## src/rtl/ssh_pkg.sv

```systemverilog
// shared types, widths and helpers for the size statistics histogram
// no dependencies; imported by every module of the block
package ssh_pkg;

    localparam int BIN_COUNT_DEF   = 32;
    localparam int SAMPLE_BITS_DEF = 32;

    localparam int SIZE_W = 32;
    localparam int SUM_W  = 64;
    localparam int CNT_W  = 32;
    localparam int SEL_W  = 5;
    localparam int IDX_W  = 7;

    localparam logic OP_ADD  = 1'b0;
    localparam logic OP_READ = 1'b1;

    typedef struct packed {
        logic              operation;
        logic [SIZE_W-1:0] sample_size;
        logic [SEL_W-1:0]  bin_select;
    } t_in_word;

    typedef struct packed {
        logic [CNT_W-1:0]  sample_total;
        logic [SUM_W-1:0]  size_sum;
        logic [SIZE_W-1:0] smallest;
        logic [SIZE_W-1:0] largest;
        logic [CNT_W-1:0]  mean_size;
        logic [CNT_W-1:0]  bin_value;
        logic [SEL_W-1:0]  lowest_bin;
        logic [SEL_W-1:0]  highest_bin;
    } t_out_word;

    typedef struct packed {
        logic             rd_en;
        logic             wr_en;
        logic [IDX_W-1:0] idx;
        logic [CNT_W-1:0] wr_data;
    } t_mem_req;

    typedef struct packed {
        logic             start;
        logic [SUM_W-1:0] dividend;
        logic [CNT_W-1:0] divisor;
    } t_div_ctl;

    typedef struct packed {
        logic             done;
        logic [CNT_W-1:0] mean;
    } t_div_stat;

    // number of significant bits, 0 for a zero value
    function automatic logic [IDX_W-1:0] bit_length(input logic [SIZE_W-1:0] v);
        logic [IDX_W-1:0] n;
        n = '0;
        for (int i = 0; i < SIZE_W; i++) begin
            if (v[i]) begin
                n = IDX_W'(i + 1);
            end
        end
        return n;
    endfunction

endpackage

```

## src/rtl/ssh_bin_mem.sv

```systemverilog
// histogram bin counter memory, one read or write port, registered read
// per-entry valid bits give zeroed bins after reset; uses ssh_pkg
module ssh_bin_mem #(
    parameter int BIN_COUNT = ssh_pkg::BIN_COUNT_DEF
) (
    input  logic                    i_clk,
    input  logic                    i_rst_n,
    input  ssh_pkg::t_mem_req       i_req,
    output logic [ssh_pkg::CNT_W-1:0] o_rd_data
);
    import ssh_pkg::*;

    localparam int BIN_W = $clog2(BIN_COUNT);

    logic [CNT_W-1:0]     r_mem [BIN_COUNT];
    logic [BIN_COUNT-1:0] r_valid;
    logic [CNT_W-1:0]     r_rd_data;
    logic [BIN_W-1:0]     w_addr;

    assign w_addr    = i_req.idx[BIN_W-1:0];
    assign o_rd_data = r_rd_data;

    always_ff @(posedge i_clk) begin
        if (i_req.wr_en) begin
            r_mem[w_addr] <= i_req.wr_data;
        end
        if (i_req.rd_en) begin
            r_rd_data <= r_valid[w_addr] ? r_mem[w_addr] : '0;
        end
    end

    always_ff @(posedge i_clk) begin
        if (!i_rst_n) begin
            r_valid <= '0;
        end else if (i_req.wr_en) begin
            r_valid[w_addr] <= 1'b1;
        end
    end

endmodule

```

## src/rtl/ssh_mean_div.sv

```systemverilog
// ceiling mean unit: restoring divide of the sum by the count, one bit a cycle
// saturates the mean to the count width; uses ssh_pkg
module ssh_mean_div (
    input  logic               i_clk,
    input  logic               i_rst_n,
    input  ssh_pkg::t_div_ctl  i_ctl,
    output ssh_pkg::t_div_stat o_stat
);
    import ssh_pkg::*;

    localparam int STEP_W = $clog2(SUM_W + 1);

    logic              r_busy;
    logic              r_done;
    logic [STEP_W-1:0] r_step;
    logic [CNT_W:0]    r_rem;
    logic [SUM_W-1:0]  r_quo;
    logic [CNT_W-1:0]  r_den;

    logic [CNT_W:0]    w_shift;
    logic              w_ge;
    logic              w_hi_nz;
    logic [CNT_W:0]    w_inc;

    assign w_shift = {r_rem[CNT_W-1:0], r_quo[SUM_W-1]};
    assign w_ge    = w_shift >= {1'b0, r_den};
    assign w_hi_nz = |r_quo[SUM_W-1:CNT_W];
    assign w_inc   = {1'b0, r_quo[CNT_W-1:0]} + (CNT_W + 1)'(r_rem != '0);

    assign o_stat.done = r_done;
    assign o_stat.mean = (w_hi_nz || w_inc[CNT_W]) ? '1 : w_inc[CNT_W-1:0];

    always_ff @(posedge i_clk) begin
        if (i_ctl.start) begin
            r_rem <= '0;
            r_quo <= i_ctl.dividend;
            r_den <= i_ctl.divisor;
        end else if (r_busy) begin
            r_rem <= w_ge ? (w_shift - {1'b0, r_den}) : w_shift;
            r_quo <= {r_quo[SUM_W-2:0], w_ge};
        end
    end

    always_ff @(posedge i_clk) begin
        if (!i_rst_n) begin
            r_busy <= 1'b0;
            r_done <= 1'b0;
            r_step <= '0;
        end else begin
            r_done <= 1'b0;
            if (i_ctl.start) begin
                r_busy <= 1'b1;
                r_step <= STEP_W'(SUM_W);
            end else if (r_busy) begin
                r_step <= r_step - 1'b1;
                if (r_step == STEP_W'(1)) begin
                    r_busy <= 1'b0;
                    r_done <= 1'b1;
                end
            end
        end
    end

endmodule

```

## src/rtl/size_stats_log2_histogram.sv

```systemverilog
// size statistics collector: count, saturating sum, min, max, log2 histogram
// top level; uses ssh_pkg, ssh_bin_mem and ssh_mean_div
//
//   channel | direction | handshake               | word
//   --------+-----------+-------------------------+------------
//   in      | input     | i_in_valid / o_in_ready | t_in_word
//   out     | output    | o_out_valid / i_out_ready | t_out_word
//
// an add reads the bin memory, then modifies and writes it back
// a read with samples present also runs the 64-step mean divider
// reset clears all statistics at once, the bins through per-bin valid bits, no sweep
// the output register holds one word; a stalled output blocks a second finished word
module size_stats_log2_histogram #(
    parameter int BIN_COUNT   = ssh_pkg::BIN_COUNT_DEF,
    parameter int SAMPLE_BITS = ssh_pkg::SAMPLE_BITS_DEF
) (
    input  logic               i_clk,
    input  logic               i_rst_n,
    input  logic               i_in_valid,
    output logic               o_in_ready,
    input  ssh_pkg::t_in_word  i_in_word,
    output logic               o_out_valid,
    input  logic               i_out_ready,
    output ssh_pkg::t_out_word o_out_word
);
    import ssh_pkg::*;

    localparam int BIN_W = $clog2(BIN_COUNT);
    localparam int SW    = (SAMPLE_BITS < SIZE_W) ? SAMPLE_BITS : SIZE_W;

    typedef enum logic [1:0] {
        S_IDLE,
        S_RMW,
        S_DIV,
        S_HOLD
    } t_state_e;

    t_state_e         r_state, n_state;
    logic             r_op, n_op;
    logic [SW-1:0]    r_size, n_size;
    logic [IDX_W-1:0] r_idx, n_idx;
    logic [CNT_W-1:0] r_count, n_count;
    logic [SUM_W-1:0] r_sum, n_sum;
    logic [SW-1:0]    r_min, n_min;
    logic [SW-1:0]    r_max, n_max;
    logic [BIN_W-1:0] r_low_bin, n_low_bin;
    logic [BIN_W-1:0] r_high_bin, n_high_bin;
    logic             r_any_binned, n_any_binned;
    t_out_word        r_res, n_res;
    t_out_word        r_out_word, n_out_word;
    logic             r_out_valid, n_out_valid;

    t_mem_req         w_mem_req;
    logic [CNT_W-1:0] w_rd_data;
    t_div_ctl         w_div_ctl;
    t_div_stat        w_div_stat;

    logic [SW-1:0]    w_size;
    logic [IDX_W-1:0] w_blen;
    logic             w_in_range;
    logic             w_out_free;
    logic [SUM_W:0]   w_sum_ext;
    logic [IDX_W-1:0] w_low_ext;
    logic [IDX_W-1:0] w_high_ext;

    ssh_bin_mem #(
        .BIN_COUNT (BIN_COUNT)
    ) u_bin_mem (
        .i_clk     (i_clk),
        .i_rst_n   (i_rst_n),
        .i_req     (w_mem_req),
        .o_rd_data (w_rd_data)
    );

    ssh_mean_div u_mean_div (
        .i_clk   (i_clk),
        .i_rst_n (i_rst_n),
        .i_ctl   (w_div_ctl),
        .o_stat  (w_div_stat)
    );

    assign w_size     = i_in_word.sample_size[SW-1:0];
    assign w_blen     = bit_length(SIZE_W'(w_size));
    assign w_in_range = r_idx < IDX_W'(BIN_COUNT);
    assign w_out_free = !r_out_valid || i_out_ready;
    assign w_sum_ext  = {1'b0, r_sum} + (SUM_W + 1)'(r_size);
    assign w_low_ext  = IDX_W'(n_low_bin);
    assign w_high_ext = IDX_W'(n_high_bin);

    assign o_in_ready  = (r_state == S_IDLE);
    assign o_out_valid = r_out_valid;
    assign o_out_word  = r_out_word;

    always_comb begin
        n_state      = r_state;
        n_op         = r_op;
        n_size       = r_size;
        n_idx        = r_idx;
        n_count      = r_count;
        n_sum        = r_sum;
        n_min        = r_min;
        n_max        = r_max;
        n_low_bin    = r_low_bin;
        n_high_bin   = r_high_bin;
        n_any_binned = r_any_binned;
        n_res        = r_res;
        n_out_word   = r_out_word;
        n_out_valid  = r_out_valid && !i_out_ready;

        w_mem_req          = '0;
        w_mem_req.idx      = r_idx;
        w_div_ctl.start    = 1'b0;
        w_div_ctl.dividend = r_sum;
        w_div_ctl.divisor  = r_count;

        unique case (r_state)
            S_IDLE: begin
                if (i_in_valid) begin
                    n_op   = i_in_word.operation;
                    n_size = w_size;
                    n_idx  = (i_in_word.operation == OP_READ) ?
                             IDX_W'(i_in_word.bin_select) : w_blen;
                    w_mem_req.rd_en = 1'b1;
                    w_mem_req.idx   = n_idx;
                    n_state = S_RMW;
                end
            end
            S_RMW: begin
                if (r_op == OP_ADD) begin
                    if (r_count == '0) begin
                        n_min = r_size;
                        n_max = r_size;
                    end else begin
                        if (r_size > r_max) n_max = r_size;
                        if (r_size < r_min) n_min = r_size;
                    end
                    if (r_count != '1) n_count = r_count + 1'b1;
                    n_sum = w_sum_ext[SUM_W] ? '1 : w_sum_ext[SUM_W-1:0];
                    if (w_in_range) begin
                        w_mem_req.wr_en   = 1'b1;
                        w_mem_req.wr_data = (w_rd_data != '1) ? w_rd_data + 1'b1
                                                              : w_rd_data;
                        n_any_binned = 1'b1;
                        if (!r_any_binned || r_idx[BIN_W-1:0] < r_low_bin) begin
                            n_low_bin = r_idx[BIN_W-1:0];
                        end
                        if (!r_any_binned || r_idx[BIN_W-1:0] > r_high_bin) begin
                            n_high_bin = r_idx[BIN_W-1:0];
                        end
                    end
                end
                n_res.sample_total = n_count;
                n_res.size_sum     = n_sum;
                n_res.smallest     = SIZE_W'(n_min);
                n_res.largest      = SIZE_W'(n_max);
                n_res.mean_size    = '0;
                n_res.bin_value    = (r_op == OP_READ && w_in_range) ? w_rd_data : '0;
                n_res.lowest_bin   = w_low_ext[SEL_W-1:0];
                n_res.highest_bin  = w_high_ext[SEL_W-1:0];
                if (r_op == OP_READ && r_count != '0) begin
                    w_div_ctl.start = 1'b1;
                    n_state = S_DIV;
                end else if (w_out_free) begin
                    n_out_word  = n_res;
                    n_out_valid = 1'b1;
                    n_state     = S_IDLE;
                end else begin
                    n_state = S_HOLD;
                end
            end
            S_DIV: begin
                if (w_div_stat.done) begin
                    n_res.mean_size = w_div_stat.mean;
                    if (w_out_free) begin
                        n_out_word  = n_res;
                        n_out_valid = 1'b1;
                        n_state     = S_IDLE;
                    end else begin
                        n_state = S_HOLD;
                    end
                end
            end
            S_HOLD: begin
                if (w_out_free) begin
                    n_out_word  = r_res;
                    n_out_valid = 1'b1;
                    n_state     = S_IDLE;
                end
            end
            default: begin
                n_state = S_IDLE;
            end
        endcase
    end

    always_ff @(posedge i_clk) begin
        r_op       <= n_op;
        r_size     <= n_size;
        r_idx      <= n_idx;
        r_res      <= n_res;
        r_out_word <= n_out_word;
        if (!i_rst_n) begin
            r_state      <= S_IDLE;
            r_count      <= '0;
            r_sum        <= '0;
            r_min        <= '0;
            r_max        <= '0;
            r_low_bin    <= '0;
            r_high_bin   <= '0;
            r_any_binned <= 1'b0;
            r_out_valid  <= 1'b0;
        end else begin
            r_state      <= n_state;
            r_count      <= n_count;
            r_sum        <= n_sum;
            r_min        <= n_min;
            r_max        <= n_max;
            r_low_bin    <= n_low_bin;
            r_high_bin   <= n_high_bin;
            r_any_binned <= n_any_binned;
            r_out_valid  <= n_out_valid;
        end
    end

    a_accept_to_rmw: assert property (@(posedge i_clk) disable iff (!i_rst_n)
        (i_in_valid && o_in_ready) |=> (r_state == S_RMW))
        else $error("accepted word did not enter read-modify-write");

    a_mem_single_port: assert property (@(posedge i_clk) disable iff (!i_rst_n)
        !(w_mem_req.rd_en && w_mem_req.wr_en))
        else $error("bin memory read and write in the same cycle");

    a_div_nonzero: assert property (@(posedge i_clk) disable iff (!i_rst_n)
        w_div_ctl.start |-> (r_count != '0))
        else $error("mean divider started with a zero count");

    a_empty_bins: assert property (@(posedge i_clk) disable iff (!i_rst_n)
        !r_any_binned |-> (r_low_bin == '0 && r_high_bin == '0))
        else $error("bin range set while no bin is filled");

endmodule

```

## config.mk

```make
export PLATFORM = sky130hd
export DESIGN_NAME = size_stats_log2_histogram
export DESIGN_NICKNAME = d
export VERILOG_FILES = /design/src/rtl/ssh_pkg.sv /design/src/rtl/ssh_bin_mem.sv /design/src/rtl/ssh_mean_div.sv /design/src/rtl/size_stats_log2_histogram.sv
export SDC_FILE = /design/constraint.sdc
export NUM_CORES = 2
export LEC_CHECK = 0
export BUFFER_PORTS_ARGS = -buffer_cell sky130_fd_sc_hd__buf_2
export CELL_PAD_IN_SITES_DETAIL_PLACEMENT = 1
export CELL_PAD_IN_SITES_GLOBAL_PLACEMENT = 2
export CORE_UTILIZATION = 43
export CTS_CLUSTER_SIZE = 24
export DETAILED_ROUTE_END_ITERATION = 10
export HOLD_SLACK_MARGIN = 0.06
export PLACE_DENSITY_LB_ADDON = 0.1
export SLEW_MARGIN = 15
export SYNTH_ARGS = -nofsm -noshare
export SYNTH_HDL_FRONTEND = slang
export SYNTH_SLANG_ARGS = --single-unit
export TNS_END_PERCENT = 100
```

## constraint.sdc

```tcl
create_clock -name i_clk -period 13.9 [get_ports i_clk]
set_input_delay 0.695 -clock i_clk [delete_from_list [all_inputs] [get_ports i_clk]]
set_output_delay 0.695 -clock i_clk [all_outputs]
set_load 0.1 [all_outputs]
```

* Word level (Yosys, flattened, before mapping)
Memory sizes are Yosys's and may differ from the RTL's. A register that Yosys moved wholly into a read port is not among the register bits.
Index checks and enable logic that the tools add are counted.
** Storage, ports and cells
- Register bits :: 851
- RAM bits :: 1024
- Input bits :: 42
- Word-level logic and storage cells :: 194
- Memories kept :: 1
** Memories
- u_bin_mem.r_mem :: depth 32, width 32, rd ports 1, clocked after Yosys merged registers in 1, wr ports 1, line ssh_bin_mem.sv:15 : logic [CNT_W-1:0] r_mem [BIN_COUNT];
** Cells by class
- $add $sub $neg :: 6
- Order comparisons :: 8
- Equality and inequality tests :: 12
- Multiplexer cells :: 99
- Bitwise logic cells :: 4
- Reductions and logical operators :: 27
** Operators by type and width (count)
- two-way mux 234 bit :: 5
- case mux 234 bit (3 select lines) :: 1
- two-way mux 32 bit :: 15
- two-way mux 64 bit :: 4
- two-way mux 6 bit :: 27
- adder 64 x 32 -> 65 bit :: 1
- adder 32 x 1 -> 32 bit (second input constant) :: 2
- inequality test 32 bit (second input constant) :: 2
- case mux 32 bit (2 select lines) :: 1
- two-way mux 5 bit :: 11
- adder 32 x 1 -> 33 bit :: 1
- >= comparator 33 x 32 -> 1 bit :: 1
- two-way mux 33 bit :: 1
- nonzero test 33 bit :: 1
- subtractor 33 x 32 -> 33 bit :: 1
- greater-than comparator 32 bit :: 1
- zero test 32 bit :: 1
- < comparator 32 bit :: 1
- bitwise OR 32 bit :: 1
- nonzero test 32 bit :: 1
- OR reduction 32 bit :: 1
- two-way mux 1 bit :: 19
- two-way mux 2 bit :: 7
- two-way mux 7 bit :: 2
- 28 further kinds :: 48

* Longest topological paths before layout
- Depth in word-level cells :: 40
- Gate-level depth with buffers :: 17
- Mapped depth without buffers :: 16

* By module
From an unflattened synthesis, not the netlist that was laid out.
** Unflattened totals
- Cells, all modules :: 5913
- Area total of the unflattened synthesis :: 82854.5 um^2
** By module, submodules not included
- ssh_bin_mem :: times used 1, cells each 2204, area each 41247.1 um^2
- size_stats_log2_histogram :: times used 1, cells each 2928, area each 33440.8 um^2
- ssh_mean_div :: times used 1, cells each 781, area each 8166.6 um^2

* Worst setup path after synthesis
OpenSTA, ideal clock, no wires.
- Path type :: register to register
- Start :: register r_count[0]
- End :: register r_out_word, in the netlist o_out_word[0] (enable)
- Arrival time :: 11.751 ns
- Slack :: 1.291 ns
- Stages on the path, launching flop included :: 10
- Buffers on the path :: 0
- Period minus slack after synthesis :: 12.609 ns
- Path through :: dfxtp_1 inv_1 ha_1 nor4b_1 nand4_1 nor2_1 o21ai_0 nand2_1 o21ai_0 nor2b_1
** On the way
- Word-level cells in the longest chain between the ends :: 4
** Ends and longest elaborated chain
- from (decl) :: line size_stats_log2_histogram.sv:42 : logic [CNT_W-1:0] r_count, n_count;
- from (signal assigned) :: line size_stats_log2_histogram.sv:214 : r_count <= n_count;
- nonzero test 32 bit :: line size_stats_log2_histogram.sv:160 : if (r_op == OP_READ && r_count != '0) begin
- logical AND 1 bit :: line size_stats_log2_histogram.sv:160
- inequality test 2 bit (no source line)
- AND reduction 6 bit (no source line)
- to (signal assigned) :: line size_stats_log2_histogram.sv:201 : r_out_word <= n_out_word;
- to (decl) :: line size_stats_log2_histogram.sv:50 : t_out_word r_out_word, n_out_word;
Every way passes these cells.
A chain may end at the register's enable or synchronous reset.

* Worst setup path in the final report
- Start :: register r_state[1]
- End :: register u_bin_mem.r_rd_data[30] (netlist: u_bin_mem.o_rd_data[30]) (read register of u_bin_mem.r_mem) (data pin)
** On the way
- Word-level cells in the longest chain between the ends :: 5
- Elaborated cells on any way between the ends :: 6
- Classes of those cells :: mux (4); reduce/logical (2)
** Ends and longest elaborated chain
- from (decl) :: line size_stats_log2_histogram.sv:38 : t_state_e r_state, n_state;
- from (signal assigned) :: line size_stats_log2_histogram.sv:213 : r_state <= n_state;
- zero test 2 bit (*) :: line size_stats_log2_histogram.sv:116 : unique case (r_state)
- two-way mux 5 bit
- binary-select mux 1 bit (select 5 bit) :: line ssh_bin_mem.sv:28 : r_rd_data <= r_valid[w_addr] ? r_mem[w_addr] : '0;
- two-way mux 1 bit (implied by the code) :: line ssh_bin_mem.sv:28
- zero test 1 bit (no source line)
- to (decl) :: line ssh_bin_mem.sv:17 : logic [CNT_W-1:0] r_rd_data;
Mark *: on every way between the ends. The rest lies on a longest branch, timed or not. The select of a mux whose other input is x is not followed.

==> impl_results.md <==
- Status: finished, final reports clean
- CTS Root Cell: clkbuf_16
- Die ar.: between 0.15 and 0.2 sq mm
- Post-place setup slack: between 6 and 7 ns
- Placed cell count: 9547
- DR WL/cell: 26.7 microns
- Fin cells: ~10000
- CTS buffer count: 207
- Top cells by area, synth: edfxtp_1 (59%), nand2_1 (6.2%), dfxtp_1 (6.0%)
- Leading area contributor after synthesis: edfxtp_1
- 1st-iter DRT viols: 4356
- Detail Route Antenna Nets: 0
- Hold wc startpoint: i_in_word[24]
- Mapped Cells: around 7000
- Fin area: 0.0955 sq mm
- Skew-Pair Late Insertion Delay: ~0.87 ns
- Synth cell types: 105
- Post-CTS sizing: 0
- GRT Max-Usage Layer: met2
- RSZ-0062 raised after global routing: false
- Hold depth: 1
- DR DRC count: 0
- Largest net degree at the start of global routing: 171
- Crit Path Max Fanout: 125
- Vias in the first global route: between 50000 and 60000
- Initial antenna violation count: 3
- Worst setup path class: reg -> reg
- Via density: 5.83
- Number of synthesized flops with an enable pin: 1654
- Hold Buf Count CTS: 20
- FF-to-FF path depth: 16
- RR Startpoint: r_state[1]$_SDFFE_PN0P_
- Die X: ~440 microns
- Yosys reg bits: 1907
- Fill count: 20000
- Critical Path Source Type: flop
- Drt total wl: approximately 270000 microns
- First-pass GRT wire length: 394000 microns
- Pleak: 34.6 nW
- I/O pins: between 200 and 300
- Worst Slack Setup Final: just under 7 ns
- Setup TNS: 0 ns
- Global-route met1 utilization: 36.2%
- CP Data Required Time: 14.60 ns
- Final core occ: 49.4%
- Max-cap check violation count: 0
- Share of layout cells above drive strength 1: about 14%
- Critical Path AT: 7.72 ns
- Period utilization: 50.5%
- Vias post-DR: about 58000
- Sequential area share after synthesis: 65.1%
- WHS: 0.129 ns
- Worst R2R Setup Slack: 6.88 ns
- R2r endpoint: u_bin_mem.o_rd_data[30]$_SDFFCE_PN0P_
- Core Footprint: 0.193 sq mm
- Clock Path Buffers: 3
- Post-Place Cell Area: between 0.08 and 0.09 sq mm
- Postcts setup bufs: 0
- Slew Viols, Final: 0
- Clock sink total: between 1500 and 2000
- Final hold vios: 0
- Asr flop ratio synth: 0%
- CTS tree: built
- PwrDens: 152 mW/mm^2
- Starting Density: 43.5%
- Final RePlAce weighted congestion: 0.819
- M3 GR Usage: about 3.0%
- Synthesized area: 0.0841 sq mm
- Area Growth Syn to Fin: 13.6%
- Maximum vdd drop: between 0.00015 and 0.0002 V
- Met2 Use GR: 44.3%
- HP Class: in -> reg
- Worst Clk Skew: between 0.03 and 0.04 ns
- Drt pass-1 iters: 5
- GRT Overall Usage: a little over a quarter
- Min Tclk post-route: ~7.0 ns
- CP Capture Type: flop
- GRT overflow: 0
- Mean area per synthesized cell: 12.0 sq um
- # port buffers: 277
- Slew HR: roughly 22%
- # nets final: 7437
- Worst-Margin Slew: between 1 and 1.5 ns
- Power Total: 14.6 mW
- H-tree Lvls: 4
- Clk slew on worst S/H paths: 0.06 ns
- # setup viols final: 0
- Number of synthesis warnings: 0
- Post-synth top flop: edfxtp_1
- Synth Net Count: 7214
- Die Y-Extent: 444 microns
- HPWL after detailed placement: 167000 microns
- WHS Endpoint: r_size[19]$_DFFE_PP_
- Fmax: roughly 0.14 GHz
- Top cell type's share of synthesized area: slightly below 60%
- Row cnt: 161
-- cells in the final DEF, fill, tap and decap left out, drive strengths merged, types with 93 or more instances in the layout --
master	synthesis	layout
and3	172	172
xnor2	98	98
o21ai	215	215
nand2	1396	1396
a21oi	195	195
buf	189	412
a31oi	171	171
a311oi	96	96
nand3	416	416
a211oi	93	93
clkbuf	229	267
inv	160	165
nor2	432	432
clkinv	1	93
ha	143	143
dfxtp	253	253
edfxtp	1654	1654
mux2	190	190
nor3	117	117
-- cell usage after synthesis, types with 48 or more instances --
cell type     n
and3_1      172
o22ai_1      68
inv_1       155
a21o_1       48
nand4_1      52
clkbuf_1    229
a311oi_1     95
mux2i_1      82
a31oi_1     164
xor2_1       81
nand3_1     411
o21a_1       50
buf_2       137
xnor2_1      98
edfxtp_1   1654
a21oi_1     194
nor3_1      109
a211oi_1     90
dfxtp_1     253
and2_1       71
mux2_2      179
nor2_1      428
nand2_1    1391
ha_1        143
o21ai_0     203
-- critical path: stages, from the launching register on --
cell and delay, ns:
dfxtp_1 0.30, buf_4 0.22, nor3b_4 0.20, buf_4 0.49
buf_4 0.76, o21ai_0 0.25, o31a_4 0.64, inv_8 0.57
buf_4 0.81, buf_4 0.78, nand2_1 0.10, and3_1 0.21
a311oi_1 0.25, a31oi_1 0.13, and4_2 0.38, buf_4 0.33
a41oi_2 0.25
-- power breakdown --
group	internal (mW)	total (mW)	leakage [nW]	switching [mW]
Combinational	0.720	2.33	13.4	1.61
Clock	3.26	5.63	3.38	2.37
Sequential	6.39	6.58	17.8	0.191
Total	10.4	14.6	34.6	4.18
-- kinds of logic after synthesis --
logic type,after synthesis,share of synthesized area (%)
compound gates,1141,9.50
xor+xnor,179,1.86
fa+ha+maj,145,2.17
buf+inv,579,2.97
flops,1907,65.1
mux,272,3.52
simple gates,2804,14.9
-- how the worst max path moves through the flow --
stage / startpoint / to / slack (ns) / cells past startpoint
floorplan: r_count[0]$_SDFFE_PN0P_ / o_out_word[0]$_DFFE_PP_ / 1.29 / 9
global placement: i_in_valid / u_bin_mem.o_rd_data[26]$_SDFFCE_PN0P_ / 6.53 / 16
detailed placement: i_in_valid / u_bin_mem.o_rd_data[30]$_SDFFCE_PN0P_ / 6.51 / 16
CTS: r_state[1]$_SDFFE_PN0P_ / u_bin_mem.o_rd_data[30]$_SDFFCE_PN0P_ / 6.77 / 16
global route: r_state[1]$_SDFFE_PN0P_ / u_bin_mem.o_rd_data[17]$_SDFFCE_PN0P_ / 6.45 / 16
finish: r_state[1]$_SDFFE_PN0P_ / u_bin_mem.o_rd_data[30]$_SDFFCE_PN0P_ / 6.88 / 16
-- state kept, by name, indices dropped and copies added (netlist names), 33 cells and up --
register and flops:
u_bin_mem.r_mem 1024, o_out_word 234, r_res 234, r_sum 64
u_mean_div.r_quo 64, u_mean_div.r_rem 33
-- routing by layer --
layer | vias up | share of wire (%)
met3 | 375 | 4.2
met1 | 30000 | 44
met5 | - | 0
li1 | 26400 | -
met2 | 1375 | 49
met4 | 0 | 3.0
-- area by class of cell --
cell class	instances	area (sq um)	share of cell area (%)
Sequential cell	1907	54700	57.3
Multi-Input combinational cell	4541	27300	28.6
Clock buffer	267	5540	5.80
Tap cell	2526	3160	3.31
Timing Repair Buffer	432	2710	2.84
Clock inverter	124	1370	1.43
Inverter	161	644	0.675
Antenna cell	2	5.00	0.00524
Note: power is estimated with default switching activity, not from simulation.
